===== config.mk =====
export PLATFORM = sky130hd
export DESIGN_NAME = controller_message_deframer
export DESIGN_NICKNAME = d
export VERILOG_FILES = /design/src/hw/rtl/cmd_pkg.sv /design/src/hw/rtl/cmd_step.sv /design/src/hw/rtl/cmd_out.sv /design/src/hw/rtl/controller_message_deframer.sv
export SDC_FILE = /design/constraint.sdc
export NUM_CORES = 1
export LEC_CHECK = 0
export BUFFER_PORTS_ARGS = -buffer_cell sky130_fd_sc_hd__clkbuf_2
export CORE_MARGIN = 2
export CORE_UTILIZATION = 65
export DETAILED_ROUTE_END_ITERATION = 16
export PLACE_DENSITY = 0.87
export SLEW_MARGIN = 20
export SYNTH_ARGS = -nofsm -noshare
export SYNTH_HDL_FRONTEND = slang
export SYNTH_SLANG_ARGS = --single-unit
export TNS_END_PERCENT = 50

===== constraint.sdc =====
create_clock -name clk -period 17.76 [get_ports clk]
set_clock_uncertainty 0.1 [all_clocks]
set_input_delay 3.552 -clock clk [delete_from_list [all_inputs] [get_ports clk]]
set_output_delay 3.552 -clock clk [all_outputs]
set_load 0.02 [all_outputs]

===== src/hw/rtl/cmd_pkg.sv =====
// ----------------------------------------------------------------------------
// cmd_pkg
// Shared types and constants for the controller message deframer.
// ----------------------------------------------------------------------------
`default_nettype none

package cmd_pkg;

    localparam int MAX_TEXT = 256;

    localparam logic [7:0] CHAR_CR  = 8'd13;
    localparam logic [7:0] CHAR_LF  = 8'd10;
    localparam logic [7:0] CHAR_DOT = 8'd46;

    localparam logic [1:0] MODE_RESPONSE = 2'd1;
    localparam logic [1:0] MODE_REMOTE   = 2'd2;

    typedef struct packed {
        logic [1:0] frame_mode;
        logic [7:0] end_first;
        logic [7:0] end_second;
        logic [7:0] begin_mark;
        logic [7:0] ack_terminator;
        logic       show_bad_cr;
        logic [8:0] max_len;
    } cfg_t;

    typedef struct packed {
        logic       write_valid;
        logic [8:0] write_index;
        logic [7:0] write_byte;
        logic       last_of_run;
        logic       message_done;
        logic       dropped;
        logic [8:0] text_length;
    } result_t;

    typedef struct packed {
        result_t [2:0] res;
        logic [1:0]    count;
    } result_set_t;

endpackage

`default_nettype wire


===== src/hw/rtl/cmd_step.sv =====
// ----------------------------------------------------------------------------
// cmd_step
// Input register, framing state and the per-byte step logic producing up to
// three buffer writes for each received byte.
// ----------------------------------------------------------------------------
`default_nettype none

module cmd_step
(
    input  wire logic                clk,
    input  wire logic                rst_n,
    input  wire cmd_pkg::cfg_t       cfg,
    input  wire logic                s_axis_tvalid,
    output logic                     s_axis_tready,
    input  wire logic [7:0]          s_axis_tdata,   // data_byte
    input  wire logic                s_axis_tuser,   // new_message
    input  wire logic                can_load,
    output logic                     load,
    output cmd_pkg::result_set_t     res_set
);
    import cmd_pkg::*;

    typedef enum logic [7:0] {
        PH_MSG      = 8'b0000_0001,
        PH_END2     = 8'b0000_0010,
        PH_END1     = 8'b0000_0100,
        PH_ACK      = 8'b0000_1000,
        PH_ACK_END  = 8'b0001_0000,
        PH_ACK_END2 = 8'b0010_0000,
        PH_REMOTE   = 8'b0100_0000,
        PH_DONE     = 8'b1000_0000
    } phase_t;

    typedef struct packed {
        logic [7:0] head0;
        logic [7:0] head1;
        logic [7:0] head2;
        logic [1:0] prefix_progress;
        logic       prefix_ok;
        logic       begin_seen;
        logic       last_is_begin;
        logic       nul_seen;
        logic       last_is_first_nul;
    } track_t;

    function automatic track_t put_track(track_t t, logic [8:0] idx, logic [7:0] b,
                                         logic ovw, logic [7:0] bm);
        track_t r;
        r = t;
        if (idx < 9'd3)
        begin
            case (idx[1:0])
                2'd0:    r.head0 = b;
                2'd1:    r.head1 = b;
                default: r.head2 = b;
            endcase
            if (r.prefix_progress < idx[1:0] + 2'd1)
                r.prefix_progress = idx[1:0] + 2'd1;
        end
        if (ovw)
        begin
            if (r.last_is_first_nul)
                r.nul_seen = 1'b0;
        end
        else if (r.last_is_begin)
        begin
            r.begin_seen = 1'b1;
        end
        r.last_is_begin     = 1'b0;
        r.last_is_first_nul = 1'b0;
        if (!r.nul_seen)
        begin
            if (b == 8'd0)
            begin
                r.nul_seen          = 1'b1;
                r.last_is_first_nul = 1'b1;
            end
            else if (b == bm)
            begin
                r.last_is_begin = 1'b1;
            end
        end
        r.prefix_ok = (r.prefix_progress >= 2'd2 && r.head0 == "o" && r.head1 == "k") ||
                      (r.prefix_progress == 2'd3 && r.head0 == "e" && r.head1 == "r" &&
                       r.head2 == "r");
        return r;
    endfunction

    logic       in_valid_reg;
    logic [7:0] in_byte_reg;
    logic       in_new_reg;

    phase_t     phase_reg, phase_next;
    logic [8:0] pos_reg, pos_next;
    track_t     track_reg, track_next;

    phase_t     ph, start_ph;
    logic [8:0] pos, prev;
    track_t     tr, tr_a, tr1;
    logic [9:0] lim;
    logic [7:0] b, want, same;
    phase_t     back;
    logic       drop, force_full, full;
    logic [1:0] n_main, nw;
    logic [8:0] p0_idx, p1_idx;
    logic [7:0] p0_b, p1_b;
    logic       p0_ovw;
    logic [8:0] w_idx [3];
    logic [7:0] w_b   [3];

    assign load          = in_valid_reg && can_load;
    assign s_axis_tready = !in_valid_reg || can_load;

    always_comb
    begin
        unique case (cfg.frame_mode)
            MODE_RESPONSE: start_ph = PH_ACK;
            MODE_REMOTE:   start_ph = PH_REMOTE;
            default:       start_ph = PH_MSG;
        endcase
    end

    always_comb
    begin
        b   = in_byte_reg;
        ph  = phase_reg;
        pos = pos_reg;
        tr  = track_reg;
        if (in_new_reg)
        begin
            ph  = start_ph;
            pos = '0;
            tr  = '0;
        end

        if (cfg.max_len == 9'd0)
            lim = 10'd1;
        else if ({1'b0, cfg.max_len} > 10'(MAX_TEXT))
            lim = 10'(MAX_TEXT);
        else
            lim = {1'b0, cfg.max_len};

        prev       = (pos != 9'd0) ? pos - 9'd1 : 9'd0;
        tr_a       = put_track(tr, pos, b, 1'b0, cfg.begin_mark);
    end

    always_comb
    begin
        phase_next = ph;
        pos_next   = pos;
        drop       = 1'b1;
        force_full = 1'b0;
        n_main     = 2'd0;
        p0_idx     = pos;
        p0_b       = b;
        p0_ovw     = 1'b0;
        p1_idx     = pos;
        p1_b       = b;
        want       = cfg.end_second;
        same       = cfg.end_first;
        back       = PH_MSG;

        unique case (ph) inside
            PH_MSG:
            begin
                if (b != 8'd0)
                begin
                    if (b == cfg.end_first)
                        phase_next = PH_END2;
                    else if (b == cfg.end_second)
                        phase_next = PH_END1;
                    n_main   = 2'd1;
                    pos_next = pos + 9'd1;
                    drop     = 1'b0;
                end
            end
            PH_END2, PH_END1, PH_ACK_END2:
            begin
                if (ph == PH_ACK_END2)
                begin
                    want = cfg.end_second;
                    same = cfg.end_first;
                    back = PH_ACK_END;
                end
                else if (ph == PH_END2)
                begin
                    want = cfg.end_second;
                    same = cfg.end_first;
                    back = PH_MSG;
                end
                else
                begin
                    want = cfg.end_first;
                    same = cfg.end_second;
                    back = PH_MSG;
                end
                if (ph != PH_ACK_END2 && b == 8'd0)
                begin
                    drop = 1'b1;
                end
                else if (b == want)
                begin
                    n_main   = 2'd1;
                    pos_next = pos + 9'd1;
                    drop     = 1'b0;
                    if (ph == PH_ACK_END2 && !tr_a.prefix_ok && cfg.begin_mark != 8'd0 &&
                        !tr_a.begin_seen && !tr_a.last_is_begin)
                        phase_next = PH_ACK_END;
                    else
                        phase_next = PH_DONE;
                end
                else
                begin
                    if (b != same)
                        phase_next = back;
                    p0_idx = prev;
                    p0_ovw = 1'b1;
                    n_main = 2'd1;
                    if (cfg.show_bad_cr)
                    begin
                        p0_b = CHAR_DOT;
                        if ({1'b0, pos} + 10'd1 >= lim)
                        begin
                            force_full = 1'b1;
                        end
                        else
                        begin
                            n_main   = 2'd2;
                            pos_next = pos + 9'd1;
                            drop     = 1'b0;
                        end
                    end
                    else
                    begin
                        drop = 1'b0;
                    end
                end
            end
            PH_ACK:
            begin
                if (b == cfg.begin_mark)
                    phase_next = PH_ACK_END;
            end
            PH_ACK_END:
            begin
                if (b == cfg.end_first)
                    phase_next = PH_ACK_END2;
                n_main   = 2'd1;
                pos_next = pos + 9'd1;
                drop     = 1'b0;
            end
            PH_REMOTE:
            begin
                if (b == cfg.ack_terminator)
                begin
                    phase_next = PH_DONE;
                end
                else
                begin
                    n_main   = 2'd1;
                    pos_next = pos + 9'd1;
                    drop     = 1'b0;
                end
            end
            default:
            begin
                drop = 1'b1;
            end
        endcase

        tr1        = put_track(tr, p0_idx, p0_b, p0_ovw, cfg.begin_mark);
        track_next = tr;
        if (n_main == 2'd1)
            track_next = tr1;
        else if (n_main == 2'd2)
            track_next = put_track(tr1, p1_idx, p1_b, 1'b0, cfg.begin_mark);

        w_idx[0] = p0_idx;
        w_b[0]   = p0_b;
        w_idx[1] = p1_idx;
        w_b[1]   = p1_b;
        w_idx[2] = '0;
        w_b[2]   = '0;
        nw       = n_main;

        // full buffer: CR LF appended at the current position
        full = (phase_next != PH_DONE) && (force_full || {1'b0, pos_next} >= lim);
        if (full)
        begin
            if (n_main == 2'd0)
            begin
                w_idx[0] = pos_next;
                w_b[0]   = CHAR_CR;
                w_idx[1] = pos_next + 9'd1;
                w_b[1]   = CHAR_LF;
                nw       = 2'd2;
            end
            else
            begin
                w_idx[1] = pos_next;
                w_b[1]   = CHAR_CR;
                w_idx[2] = pos_next + 9'd1;
                w_b[2]   = CHAR_LF;
                nw       = 2'd3;
            end
            pos_next   = pos_next + 9'd2;
            phase_next = PH_DONE;
        end

        res_set.count = (nw == 2'd0) ? 2'd1 : nw;
        for (int i = 0; i < 3; i++)
        begin
            res_set.res[i].write_valid  = (2'(i) < nw);
            res_set.res[i].write_index  = (2'(i) < nw) ? w_idx[i] : 9'd0;
            res_set.res[i].write_byte   = (2'(i) < nw) ? w_b[i] : 8'd0;
            res_set.res[i].last_of_run  = (2'(i) == res_set.count - 2'd1);
            res_set.res[i].message_done = (phase_next == PH_DONE);
            res_set.res[i].dropped      = drop;
            res_set.res[i].text_length  = pos_next;
        end
    end

    always_ff @(posedge clk or negedge rst_n)
    begin
        if (!rst_n)
        begin
            in_valid_reg <= 1'b0;
            phase_reg    <= PH_MSG;
            pos_reg      <= '0;
            track_reg    <= '0;
        end
        else
        begin
            if (s_axis_tvalid && s_axis_tready)
                in_valid_reg <= 1'b1;
            else if (load)
                in_valid_reg <= 1'b0;
            if (load)
            begin
                phase_reg <= phase_next;
                pos_reg   <= pos_next;
                track_reg <= track_next;
            end
        end
    end

    always_ff @(posedge clk)
    begin
        if (s_axis_tvalid && s_axis_tready)
        begin
            in_byte_reg <= s_axis_tdata;
            in_new_reg  <= s_axis_tuser;
        end
    end

endmodule

`default_nettype wire


===== src/hw/rtl/cmd_out.sv =====
// ----------------------------------------------------------------------------
// cmd_out
// Result register: holds the one to three writes of a byte and hands them
// to the output stream one transaction at a time.
// ----------------------------------------------------------------------------
`default_nettype none

module cmd_out
(
    input  wire logic                 clk,
    input  wire logic                 rst_n,
    input  wire logic                 load,
    input  wire cmd_pkg::result_set_t res_set,
    output logic                      can_load,
    output logic                      m_axis_tvalid,
    input  wire logic                 m_axis_tready,
    output cmd_pkg::result_t          head_res
);
    import cmd_pkg::*;

    result_t    entry_reg [3];
    logic [1:0] cnt_reg;
    logic       fire;

    assign m_axis_tvalid = (cnt_reg != 2'd0);
    assign fire          = m_axis_tvalid && m_axis_tready;
    assign can_load      = (cnt_reg == 2'd0) || (cnt_reg == 2'd1 && fire);
    assign head_res      = entry_reg[0];

    always_ff @(posedge clk or negedge rst_n)
    begin
        if (!rst_n)
            cnt_reg <= 2'd0;
        else if (load)
            cnt_reg <= res_set.count;
        else if (fire)
            cnt_reg <= cnt_reg - 2'd1;
    end

    always_ff @(posedge clk)
    begin
        if (load)
        begin
            entry_reg[0] <= res_set.res[0];
            entry_reg[1] <= res_set.res[1];
            entry_reg[2] <= res_set.res[2];
        end
        else if (fire)
        begin
            entry_reg[0] <= entry_reg[1];
            entry_reg[1] <= entry_reg[2];
        end
    end

endmodule

`default_nettype wire


===== src/hw/rtl/controller_message_deframer.sv =====
// ----------------------------------------------------------------------------
// controller_message_deframer
// Assembles received controller bytes into a message buffer by issuing
// buffer writes; plain, response and remote-ack framing.
// ----------------------------------------------------------------------------
// One received byte is taken per clock while the result register can take
// it. Each byte gives one to three output transactions (a write, a CR LF pair
// on a full buffer, or a status-only transaction when nothing is stored); the
// output port moves one per clock while the receiver is ready, and the input
// stalls until all but the last result of a byte have left. A byte passes
// the input register, then the result register, before its first result
// appears. Configuration writes apply at once; a frame_mode change is seen
// at the next new_message, and reset returns to plain framing.
`default_nettype none

module controller_message_deframer
(
    input  wire logic        clk,
    input  wire logic        rst_n,
    input  wire logic        cfg_we,
    input  wire logic [2:0]  cfg_addr,
    input  wire logic [8:0]  cfg_wdata,
    input  wire logic        s_axis_tvalid,
    output logic             s_axis_tready,
    input  wire logic [7:0]  s_axis_tdata,   // [7:0] data_byte
    input  wire logic        s_axis_tuser,   // [0] new_message
    output logic             m_axis_tvalid,
    input  wire logic        m_axis_tready,
    output logic [31:0]      m_axis_tdata,   // [8:0] write_index, [16:9] write_byte,
                                             // [17] message_done, [18] dropped,
                                             // [27:19] text_length, rest zero
    output logic             m_axis_tuser,   // [0] write_valid
    output logic             m_axis_tlast    // last_of_run
);
    import cmd_pkg::*;

    localparam logic [2:0] REG_FRAME_MODE  = 3'd0;
    localparam logic [2:0] REG_END_FIRST   = 3'd1;
    localparam logic [2:0] REG_END_SECOND  = 3'd2;
    localparam logic [2:0] REG_BEGIN_MARK  = 3'd3;
    localparam logic [2:0] REG_ACK_TERM    = 3'd4;
    localparam logic [2:0] REG_SHOW_BAD_CR = 3'd5;
    localparam logic [2:0] REG_MAX_LEN     = 3'd6;

    cfg_t        cfg_reg;
    logic        can_load;
    logic        load;
    result_set_t res_set;
    result_t     head_res;

    always_ff @(posedge clk or negedge rst_n)
    begin
        if (!rst_n)
        begin
            cfg_reg.frame_mode     <= 2'd0;
            cfg_reg.end_first      <= 8'd13;
            cfg_reg.end_second     <= 8'd10;
            cfg_reg.begin_mark     <= 8'd27;
            cfg_reg.ack_terminator <= 8'd10;
            cfg_reg.show_bad_cr    <= 1'b0;
            cfg_reg.max_len        <= 9'd255;
        end
        else if (cfg_we)
        begin
            unique case (cfg_addr)
                REG_FRAME_MODE:  cfg_reg.frame_mode     <= cfg_wdata[1:0];
                REG_END_FIRST:   cfg_reg.end_first      <= cfg_wdata[7:0];
                REG_END_SECOND:  cfg_reg.end_second     <= cfg_wdata[7:0];
                REG_BEGIN_MARK:  cfg_reg.begin_mark     <= cfg_wdata[7:0];
                REG_ACK_TERM:    cfg_reg.ack_terminator <= cfg_wdata[7:0];
                REG_SHOW_BAD_CR: cfg_reg.show_bad_cr    <= cfg_wdata[0];
                REG_MAX_LEN:     cfg_reg.max_len        <= cfg_wdata;
                default:         cfg_reg.max_len        <= cfg_reg.max_len;
            endcase
        end
    end

    cmd_step u_step
    (
        .clk           (clk),
        .rst_n         (rst_n),
        .cfg           (cfg_reg),
        .s_axis_tvalid (s_axis_tvalid),
        .s_axis_tready (s_axis_tready),
        .s_axis_tdata  (s_axis_tdata),
        .s_axis_tuser  (s_axis_tuser),
        .can_load      (can_load),
        .load          (load),
        .res_set       (res_set)
    );

    cmd_out u_out
    (
        .clk           (clk),
        .rst_n         (rst_n),
        .load          (load),
        .res_set       (res_set),
        .can_load      (can_load),
        .m_axis_tvalid (m_axis_tvalid),
        .m_axis_tready (m_axis_tready),
        .head_res      (head_res)
    );

    assign m_axis_tdata = {4'd0, head_res.text_length, head_res.dropped,
                           head_res.message_done, head_res.write_byte,
                           head_res.write_index};
    assign m_axis_tuser = head_res.write_valid;
    assign m_axis_tlast = head_res.last_of_run;

endmodule

`default_nettype wire


==> metrics.txt, run 1 <==
status complete, no violations; peak supply drop 99.27 uV; nets@finish 1,333; NetSw 881.4 uW; largest delay contributor family on the critical path compound AO/OA/AOI/OAI gates; drt initial violations 1,561; synth unique cells 90; die area 19,670 sq um; Synth Instances 1,285; CP peak stage delay 0.54 ns; Comb power frac 44.4%; footprint of the multi-input gates 6302 sq um; via density per instance 6.875; R2R depth 31; Port Buffers 57; Max Root-Sink Buffers 2; final WL 33,550 microns; Setup WS post-layout 9.700 ns; first-pass iteration count of the detailed router 6; first-pass GRT wire length 53,720 microns; Worst Path Required 17.86 ns; Total GRT Usage 34.81%; Clk network pwr share 18.7%; H-tree depth 4; leading cell type in the layout, fill and taps excluded nand2_1; final core occ 70.98%; worst min path class reg2reg; sequential share of power 36.9%; Min Clock Period, post-route 8.060 ns; Post-synth top flop edfxtp_1; Post CTS Setup Buffer Count 0; CTS Hold Buffers Added 0; Die Height 140.3 microns; Leakage Power 5.197 nW; mapped cell area 12,070 sq um; hpwl dp 23,230 microns; FFs w/ async S/R, synth 50.81%; Slew Limit Fails 0; Power Density 160.2 nW/um^2; Num CTS Buffers 17; setup_tns 0 ns; max reg flops 82; critical path depth in cells 31; Yosys reg bits 185; Hold WS 0.3747 ns; diode count 0; register area share after synthesis 42.34%; Slowest cell on crit path a21oi_1; RSZ-0062 raised after global routing false; remaining antenna violation count 0; hold path cells 2; crit share post-route 45.38%; grt ovf 0; GR Layer Usage met2 54.67%; Fill cells 1,293; relative slew slack 29.39%; initial antenna violation count 0; placer's final routability congestion estimate 1.032; Cell Int Power 1.175 mW; slew at the pin closest to its max-slew limit 1.051 ns; critical path capture point type register; most frequent cells in the layout nand2_1, nor2_1, edfxtp_1; Skew-Pair Late Insertion Delay 0.45 ns; Setup Slack @ Placement 9.925 ns; Worst Hold Launch u_step.track_reg[16]; crit-path max FO 55; Warnings, synthesis 0; Die W 140.3 microns; endpoints failing setup 0; FMAX 124.1 MHz; share of cells above drive strength 1 17.59%; Layout area overhead 6.376%; Post-CTS Resized 0; most area-consuming cells after synthesis edfxtp_1, dfrtp_1, mux2_2; Sw Share 42.87%; CP bufs+invs 6; post-synth top area cell edfxtp_1; max cap viols 0; area of the core 18,090 sq um; M3 GR Usage 8.103%; site row count 49; Worst-path clk slew 0.08 ns; root buf cell clkbuf_16; crit path launch type register; GR Util met1 46.75%; Wirelength per Cell 22.16 microns; vias in the first global route 9,863; Critical Path Start u_step.in_new_reg; num ports 62; WP data arrival 8.16 ns; post-synth top area share 22.64%; DRC viols 0; Avg Cell Area, Syn 9.391 sq um; number of flops mapped to enable cells by yosys 91; largest net degree at the start of global routing 70; layer carrying the most global-route usage met2; Sequential Area 5110 sq um; Initial Utilization 66.72%; CP Class reg2reg; RR Startpoint u_step.in_new_reg; CTS tree yes; Via Count 10,410; clk sink count 185; Hold Vio Cnt, Final 0
-- layer usage --
metal / wire, microns / vias up
met4: 1427 / 0
met2: 15460 / 725
met1: 13210 / 4888
li1: - / 4654
met5: 0 / -
met3: 3450 / 142
-- worst reg2reg max path: cells and delay by family, from the launching register on --
family | cells | cell delay, ns
AO/OA/AOI/OAI | 14 | 3.49
XOR/XNOR | 1 | 0.20
adder cells (fa/ha/maj) | 3 | 0.82
buffers and inverters | 6 | 1.54
flip-flops | 1 | 0.32
AND/OR/NAND/NOR | 7 | 1.34
-- synthesized netlist by cell type, types with 6 or more instances --
cell type,n
o21a_1,12
dfstp_2,20
buf_2,11
nor3_1,33
mux2_2,64
a22o_1,8
clkbuf_1,61
a31o_2,6
buf_4,36
edfxtp_1,91
a31oi_1,22
xor2_1,37
nor2b_1,23
a22oi_1,7
o21ai_0,69
nand3b_1,7
ha_1,35
a21o_1,18
a211oi_1,18
and3_1,10
xnor2_1,28
nand2b_1,13
o31ai_1,12
nand3_1,25
or2_2,9
nand4_1,13
nor3b_1,6
a21oi_1,69
and2_1,14
inv_1,30
dfrtp_1,74
nor2_1,97
nor4_1,24
o22ai_1,11
or3_1,6
mux2i_1,7
nand2_1,156
-- area by class of cell --
class / instances / share of cell area, %
timing repair buffer: 76 / 3.353
tap: 229 / 2.232
multi-input combinational: 959 / 49.09
clock inverter: 15 / 1.238
clock buffer: 17 / 3.314
sequential: 185 / 39.81
inverter: 33 / 0.9649
-- metrics by stage --
stage,instance area [sq um],cells,power [mW]
2_1_floorplan,12080,1288,1.434
3_3_place_gp,12240,1482,1.610
3_5_place_dp,12240,1482,1.642
4_1_cts,12820,1514,2.032
5_1_grt,12840,1514,2.171
6_report,12840,1514,2.056
-- path summary, 6_finish.rpt --
path	slack, ns	endpoint
setup / recovery	9.70	u_out.entry_reg[0][57]
hold / removal	0.37	u_step.track_reg[16]
setup reg to reg	9.70	u_out.entry_reg[0][57]
hold reg to reg	0.37	u_step.track_reg[16]
max in group asynchronous	13.44	cfg_reg[14]
min in group asynchronous	2.92	u_out.cnt_reg[1]
-- cell families (layout without fill, tap and decap cells) --
| group | Yosys count | after routing | share of synthesized area [%] |
|---|---|---|---|
| AOI/OAI and AO/OA | 321 | 321 | 17.94 |
| xor gates and xnor gates | 65 | 65 | 4.718 |
| adders and majority gates | 35 | 35 | 3.629 |
| buffers and inverters | 144 | 141 | 5.775 |
| DFF | 185 | 185 | 42.34 |
| muxes | 71 | 71 | 6.553 |
| other | 1 | 4 | 0.03107 |
| and+or+nand+nor | 463 | 463 | 19.01 |
-- power by group through the flow --
stage | Combinational [mW] | Clock, mW | Sequential, mW
2_1_floorplan | 0.717 | 0 | 0.717
4_1_cts | 0.891 | 0.385 | 0.756
3_3_place_gp | 0.855 | 0 | 0.754
6_report | 0.912 | 0.384 | 0.759
3_5_place_dp | 0.880 | 0 | 0.762
5_1_grt | 0.995 | 0.401 | 0.774
Note: power is estimated with default switching activity, not from simulation.
==> inputs of run 2 (changes only) <==
- CORE_UTILIZATION: 65 -> 57
- PLACE_DENSITY: 0.87 -> 0.81
- clock period: 17.76 -> 6.85 ns (I/O delays scaled with it)
==> run 2 against run 1 <==
Effect of this change:
- sequential power rose to 2.5 times the previous value
- clock-buffer cell count rose by 1
- routed wire length rose by 4.0%
- global-route usage fell by 2.9 points
- via count fell by 0.73%
- cell count rose by 5.3%
- fmax rose by 25%
- utilization fell by 8.0 points
- first-iteration DRC count fell by 22%
- largest cell class unchanged
==> metrics.txt, run 2 (same netlist as run 1, synthesis figures left out) <==
status complete, no violations; first-pass GRT wire length 54,570 microns (+1.6%); Port Buffers 57 (unchanged); nets@finish 1,366 (+2.5%); Initial Utilization 57.77% (-9.0 points); Num CTS Buffers 17 (unchanged); num ports 62 (unchanged); RR Startpoint u_step.in_new_reg; slew at the pin closest to its max-slew limit 1.144 ns (+0.09294 ns); Slew Limit Fails 0 (unchanged); via density per instance 6.482 (-5.7%); placer's final routability congestion estimate 0.9499 (-7.9%); max cap viols 0 (unchanged); endpoints failing setup 0 (unchanged); CP Class reg2reg; share of cells above drive strength 1 19.95% (+2.4 points); hpwl dp 24,800 microns (+6.8%); R2R Path End u_out.entry_reg[0][37]; H-tree depth 4 (unchanged); grt ovf 0 (unchanged); WP data arrival 6.57 ns (-1.59 ns); first-pass iteration count of the detailed router 8 (+2); Wirelength per Cell 21.90 microns (-1.2%); Die W 149.5 microns (+6.6%); max reg flops 82 (unchanged); vias in the first global route 9,814 (-0.50%); Hold WS 0.3680 ns (-0.006747 ns); most frequent cells in the layout nand2_1, nor2_1, edfxtp_1; Slowest cell on crit path edfxtp_1; Die Height 149.5 microns (+6.6%); crit path launch type register; CTS Hold Buffers Added 0 (unchanged); clk sink count 185 (unchanged); setup_tns 0 ns (unchanged); die area 22,350 sq um (+14%); relative slew slack 23.19% (-6.2 points); RSZ-0062 raised after global routing false; CP peak stage delay 0.50 ns (-0.04 ns); area of the core 20,890 sq um (+15%); Leakage Power 5.370 nW (+3.3%); initial antenna violation count 0 (unchanged); r2r setup slk 0.39 ns (-9.31 ns); final core occ 62.98% (-8.0 points); FMAX 154.8 MHz (+25%); drt initial violations 1,210 (-22%); Power Density 412.0 nW/um^2 (+160%); site row count 53 (+8.2%); crit share post-route 94.33% (+49 points); root buf cell clkbuf_16; Max Root-Sink Buffers 2 (unchanged); final WL 34,900 microns (+4.0%); Critical Path Start u_step.in_new_reg; R2R depth 29 (-6.5%); Worst-path clk slew 0.08 ns (about the same); Via Count 10,330 (-0.73%); CP endpoint u_out.entry_reg[0][37]; Layout area overhead 9.020%; crit-path max FO 17 (-69%); critical path capture point type register; Worst Path Required 6.96 ns (-10.90 ns); Skew-Pair Late Insertion Delay 0.45 ns (about the same); Min Clock Period, post-route 6.461 ns (-1.599 ns); largest net degree at the start of global routing 73 (+4.3%); remaining antenna violation count 0 (unchanged); Fill cells 1,696 (+31%); worst min path class reg2reg; Total GRT Usage 31.91% (-2.9 points); Hold Vio Cnt, Final 0 (unchanged); leading cell type in the layout, fill and taps excluded nand2_1; DRC viols 0 (unchanged); CTS tree yes; peak supply drop 216.6 uV (+120%)
## run 2: timing repair
item	CTS	global route
resized for setup	0	7
buffers inserted	0	1
endpoints found under the setup margin	0	50
## run 2: metrics by stage
stage | cell area, sq um | instances | power [mW] | worst slack, ns
after floorplan | 12080 | 1288 | 3.718 | 0.09972
after global placement | 12540 | 1560 | 4.298 | 0.4800
after detailed placement | 12540 | 1560 | 4.373 | 0.1597
after CTS | 13120 | 1592 | 5.372 | 0.06487
after global routing | 13150 | 1593 | 5.731 | 0.03566
final | 13160 | 1594 | 5.420 | 0.3886
## run 2: area by class of cell
| class | count | area (sq um) | share of cell area, % |
|---|---|---|---|
| flip-flops and latches | 185 | 5110 | 38.84 |
| repair buffers | 109 | 678.2 | 5.155 |
| inverters | 33 | 123.9 | 0.9415 |
| diodes | 1 | 2.502 | 0.01902 |
| multi-input cells | 959 | 6320 | 48.04 |
| clock inverters | 14 | 148.9 | 1.132 |
| clock buffers | 18 | 429.2 | 3.262 |
| well taps | 275 | 344.1 | 2.615 |
## run 2: worst max-delay path: cells and delay by family (launching register included)
kind	cells	cell delay [ns]
compound gates	12	2.70
simple gates	7	1.12
fa+ha+maj	3	0.66
buf+inv	4	0.58
flops	1	0.50
mux	1	0.34
xor+xnor	2	0.22
## run 2: worst min path at each step
| stage | startpoint | endpoint | slack, ns | cells after the start |
|---|---|---|---|---|
| floorplan | u_step.track_reg[11] | u_step.track_reg[11] | 0.33 | 2 |
| global placement | u_step.track_reg[25] | u_step.track_reg[25] | 0.34 | 2 |
| detailed placement | u_step.track_reg[11] | u_step.track_reg[11] | 0.35 | 2 |
| CTS | u_step.track_reg[11] | u_step.track_reg[11] | 0.37 | 2 |
| global route | u_step.track_reg[16] | u_step.track_reg[16] | 0.39 | 2 |
| finish | u_step.track_reg[11] | u_step.track_reg[11] | 0.37 | 2 |
## run 2: routing by layer
layer  vias to the layer above  share of wire (%)  wire, microns  track usage [%]
met2                       584                 47          16470            51.93
met5                         -                  0              0                0
met4                         0                3.7           1302            12.24
met1                      4934                 41          14160            42.44
met3                        99                8.5           2965            5.976
li1                       4716                  -              -                -
## run 2: power by group
| part | leakage [nW] | switching, mW | internal, mW | total [mW] |
|---|---|---|---|---|
| clock network | 0.283 | 0.506 | 0.491 | 0.997 |
| registers | 2.02 | 0.212 | 1.69 | 1.90 |
| logic | 3.07 | 1.62 | 0.902 | 2.52 |
